File: src/design/nfa_closure_and_move_engine_assert.svh
// Assertion macros for the NFA closure and move engine.
// No dependencies; included by the top level.
`ifndef NFA_CLOSURE_AND_MOVE_ENGINE_ASSERT_SVH
`define NFA_CLOSURE_AND_MOVE_ENGINE_ASSERT_SVH
`ifndef ASSERT_OFF
`define ASSERT_SAME(label, clk, rst, ante, cons) \
   label: assert property (@(posedge clk) disable iff (rst) (ante) |-> (cons)) \
      else $error("assertion failed");
`define ASSERT_NEXT(label, clk, rst, ante, cons) \
   label: assert property (@(posedge clk) disable iff (rst) (ante) |=> (cons)) \
      else $error("assertion failed");
`else
`define ASSERT_SAME(label, clk, rst, ante, cons)
`define ASSERT_NEXT(label, clk, rst, ante, cons)
`endif
`endif

File: src/design/nfacm_ram.sv
// Generic single-port-write, single-port-read RAM with registered read.
// No dependencies.
module nfacm_ram #(
   parameter int WIDTH = 8,
   parameter int DEPTH = 16
) (
   input  logic                     clock,
   input  logic                     wr_en,
   input  logic [$clog2(DEPTH)-1:0] wr_addr,
   input  logic [WIDTH-1:0]         wr_data,
   input  logic [$clog2(DEPTH)-1:0] rd_addr,
   output logic [WIDTH-1:0]         rd_data
);
   logic [WIDTH-1:0] mem_ff [DEPTH];
   logic [WIDTH-1:0] rd_data_ff;

   always_ff @(posedge clock) begin
      if (wr_en) begin
         mem_ff[wr_addr] <= wr_data;
      end
      rd_data_ff <= mem_ff[rd_addr];
   end

   assign rd_data = rd_data_ff;
endmodule

File: config.mk
export PLATFORM = sky130hd
export DESIGN_NAME = nfacm_ram
export DESIGN_NICKNAME = d
export VERILOG_FILES = /design/src/design/nfa_closure_and_move_engine_assert.svh /design/src/design/nfacm_ram.sv
export SDC_FILE = /design/constraint.sdc
export NUM_CORES = 1
export LEC_CHECK = 0
export BUFFER_PORTS_ARGS = -buffer_cell sky130_fd_sc_hd__buf_4
export CAP_MARGIN = 20
export CORE_UTILIZATION = 60
export DETAILED_ROUTE_END_ITERATION = 8
export HOLD_SLACK_MARGIN = 0.12
export PLACE_DENSITY = 0.87
export SYNTH_ARGS = -nofsm -noshare
export SYNTH_HDL_FRONTEND = slang
export SYNTH_SLANG_ARGS = --single-unit
File: constraint.sdc
create_clock -name clock -period 1.9 [get_ports clock]
set_input_delay 0.095 -clock clock [delete_from_list [all_inputs] [get_ports clock]]
set_output_delay 0.095 -clock clock [all_outputs]
set_load 0.02 [all_outputs]
==> flow_metrics.tcl <==
set metrics [dict create \
    antenna_left 0 \
    grt_pass1_wl_um 15300 \
    critPathKind "in -> reg" \
    grt.total_usage_pct 25.9 \
    status "completed" \
    hold_path_class "in -> reg" \
    synth_seq_area_share_pct 77.8 \
    cp.required_ns 2.13 \
    grt-ovfl-total 0 \
    maxSlewHeadroom_pct 47.3 \
    ctsLongestPathBuffers 2 \
    start_kind "input port" \
    skew_ns 0.00693 \
    syn_inst 229 \
    area_delta_synth_final_pct 21.1 \
    pin_count 26 \
    clockPowerShare_pct 45.8 \
    worstPathArrival_ns 1.69 \
    antenna_found_initial 0 \
    clock-sinks 136 \
    synth_area_um2 5150 \
    rr_startpoint "mem_ff[0][3]$_DFFE_PP_" \
    crit_buf_inv 4 \
    worst_pin_slew_ns 0.787 \
    min_from "rd_addr[3]" \
    yosys_warnings 0 \
    clock_latency_ns 0.53 \
    rr_endpoint "rd_data[3]$_DFF_P_" \
    fin_setup_tns_ns 0 \
    cts_tree "yes" \
    rrSetupSlack_ns 0.53 \
    drc 0 \
    critPathMaxStageDelay_ns 0.57 \
    hpwl_um 6000 \
    cp_max_fo 8 \
    clkTransAtPathRegs_ns 0.06 \
    hold_slack_ns 0.150 \
    yosysUniqueCellTypes 19 \
    fin_crit_ns 1.46 \
    fp.dieW_um 94.6 \
    place_area_um2 5540 \
    num-fill-cells 441 \
    fmax_mhz 686 \
    cp-end-kind "register" \
    cts-root-buf "clkbuf_8" \
    routed_via_density 6.21 \
    design_area_um2 6230 \
    post_cts_resized 0 \
    vias 2557 \
    grt_pass1_vias 2637 \
    cp_top_family "buffers and inverters" \
    synth-seq-cells 136 \
    dr.pass1.iters 4 \
    layout.nets 313 \
    initial_core_util_pct 62.3 \
    dieArea_um2 8950 \
    grt_max_degree 33 \
    core_um2 8260 \
    finalSetupViolCount 0 \
    drive_gt1_share_pct 29.6 \
    finalHoldViolCount 0 \
    p_switching_mw 1.42 \
    avgSynthCellArea_um2 22.5 \
    wirelength_um 10100 \
    port_buffers 25 \
    htree_levels 4 \
    period_share_pct 76.7 \
    first_iter_violations 259 \
    seq_area_um2 4000 \
    peakVddDrop_v 0.000720 \
    combinationalPowerShare_pct 5.3 \
    numCtsBuffers 17 \
    drv_slew 0 \
    wl_per_cell_um 24.6 \
    r2r.worst_path.cells 3 \
    n_antenna_cell 0 \
    powerDensity_nw_per_um2 1110 \
    max-cap-violations 0 \
    path_cells "dlygate4sd3_1, buf_4, nor3_1, dlygate4sd3_1, buf_4" \
    min_to "rd_data[0]$_DFF_P_" \
    rows 33 \
    worstHoldPathCells 4 \
    leakagePower_nw 2.14 \
    slowest_stage "dlygate4sd3_1" \
    synth_nets 247 \
    internal-power_mw 5.50 \
    pwr-share-seq_pct 48.8 \
    netSwitchingFraction_pct 20.5 \
    die_h_um 94.6 \
    multiInputGateArea_um2 1060 \
    gp_congestion 0.748 \
    rsz0062_at_grt "false" \
]
==> kinds of logic (layout without fill, tap and decap cells) <==
group	count (synthesis)	in the layout	synth area share, %
flops	136	136	77.8
simple gates	35	35	3.18
mux	32	32	15.0
buf+inv	10	88	1.68
compound gates	16	16	2.33
==> area by class of cell <==
| class | instances | share of cell area [%] |
|---|---|---|
| Multi-Input combinational cell | 83 | 17.0 |
| Clock inverter | 14 | 2.53 |
| Sequential cell | 136 | 64.2 |
| Timing Repair Buffer | 57 | 7.55 |
| Tap cell | 105 | 2.11 |
| Clock buffer | 17 | 6.64 |
==> what timing repair did <==
item | 4_1_cts | 5_1_grt
hold buffers | 12 | 0
buffers inserted | 0 | 0
hold endpoints to repair | 164 | 0
==> cells in the mapped netlist <==
cell type	number	area share, %
a22oi_1	16	2.3
and2_1	1	0.12
and2b_1	1	0.15
buf_2	3	0.29
buf_4	1	0.15
buf_6	3	0.66
clkdlybuf4s25_2	3	0.58
dfxtp_1	8	3.1
edfxtp_1	128	75
mux4_1	14	7.1
mux4_2	18	7.9
nand2_1	9	0.66
nand2b_1	2	0.24
nand3_1	1	0.097
nand3b_1	2	0.29
nor2_1	13	0.95
nor2b_1	1	0.12
nor3_1	4	0.39
or3b_2	1	0.17
==> placed cells by master, fill, tap and decap left out, drive strengths merged <==
cell type      n
mux4          32
clkinvlp       4
nand2          9
nand3          1
and2           1
or3b           1
nor2          13
dfxtp          8
nor2b          1
clkbuf        17
edfxtp       128
clkinv         6
buf           45
bufinv         3
nor3           4
dlygate4sd3   12
and2b          1
nand3b         2
inv            1
nand2b         2
a22oi         16
==> flip-flops by register name (all words and copies together) (netlist names) <==
signal   count
rd_data      8
mem_ff     128
==> worst register-to-register path: stages (launching register included) <==
cell and delay (ns):
edfxtp_1 0.41, mux4_1 0.52, a22oi_1 0.26, nand2_1 0.08
==> power groups by stage <==
stage	Sequential [mW]	Combinational, mW	Clock, mW
after floorplan	3.46	0.170	0
after global placement	3.43	0.334	0
after detailed placement	3.44	0.346	0
after global routing	3.38	0.395	3.32
final	3.38	0.369	3.17
after CTS	3.38	0.372	3.19
==> per-stage QoR <==
| stage | setup slack [ns] | utilization [%] | cells | power (mW) |
|---|---|---|---|---|
| 2_1_floorplan | 0.312 | - | 229 | 3.63 |
| 3_3_place_gp | 0.340 | 67.1 | 369 | 3.77 |
| 3_5_place_dp | 0.331 | 67.1 | 369 | 3.78 |
| 4_1_cts | 0.461 | 75.5 | 412 | 6.94 |
| 5_1_grt | 0.376 | 75.5 | 412 | 7.09 |
| 6_report | 0.442 | 75.5 | 412 | 6.92 |
==> metal layers <==
metal	wire length, um	GRT usage [%]
met1	3850	34.2
met5	0	0
met4	269	15.8
met2	5020	38.5
met3	1010	7.81
==> how the worst max path moves through the flow <==
stage / start / to / slack [ns] / cells after the start
2_1_floorplan: wr_addr[2] / mem_ff[0][0]$_DFFE_PP_ / 0.31 / 2
4_1_cts: wr_addr[1] / mem_ff[4][1]$_DFFE_PP_ / 0.46 / 5
6_report: wr_addr[1] / mem_ff[4][7]$_DFFE_PP_ / 0.44 / 5
5_1_grt: wr_addr[1] / mem_ff[4][5]$_DFFE_PP_ / 0.38 / 5
3_3_place_gp: rd_addr[0] / rd_data[5]$_DFF_P_ / 0.34 / 5
3_5_place_dp: rd_addr[0] / rd_data[5]$_DFF_P_ / 0.33 / 5
Power figures use the tool's default switching activity.
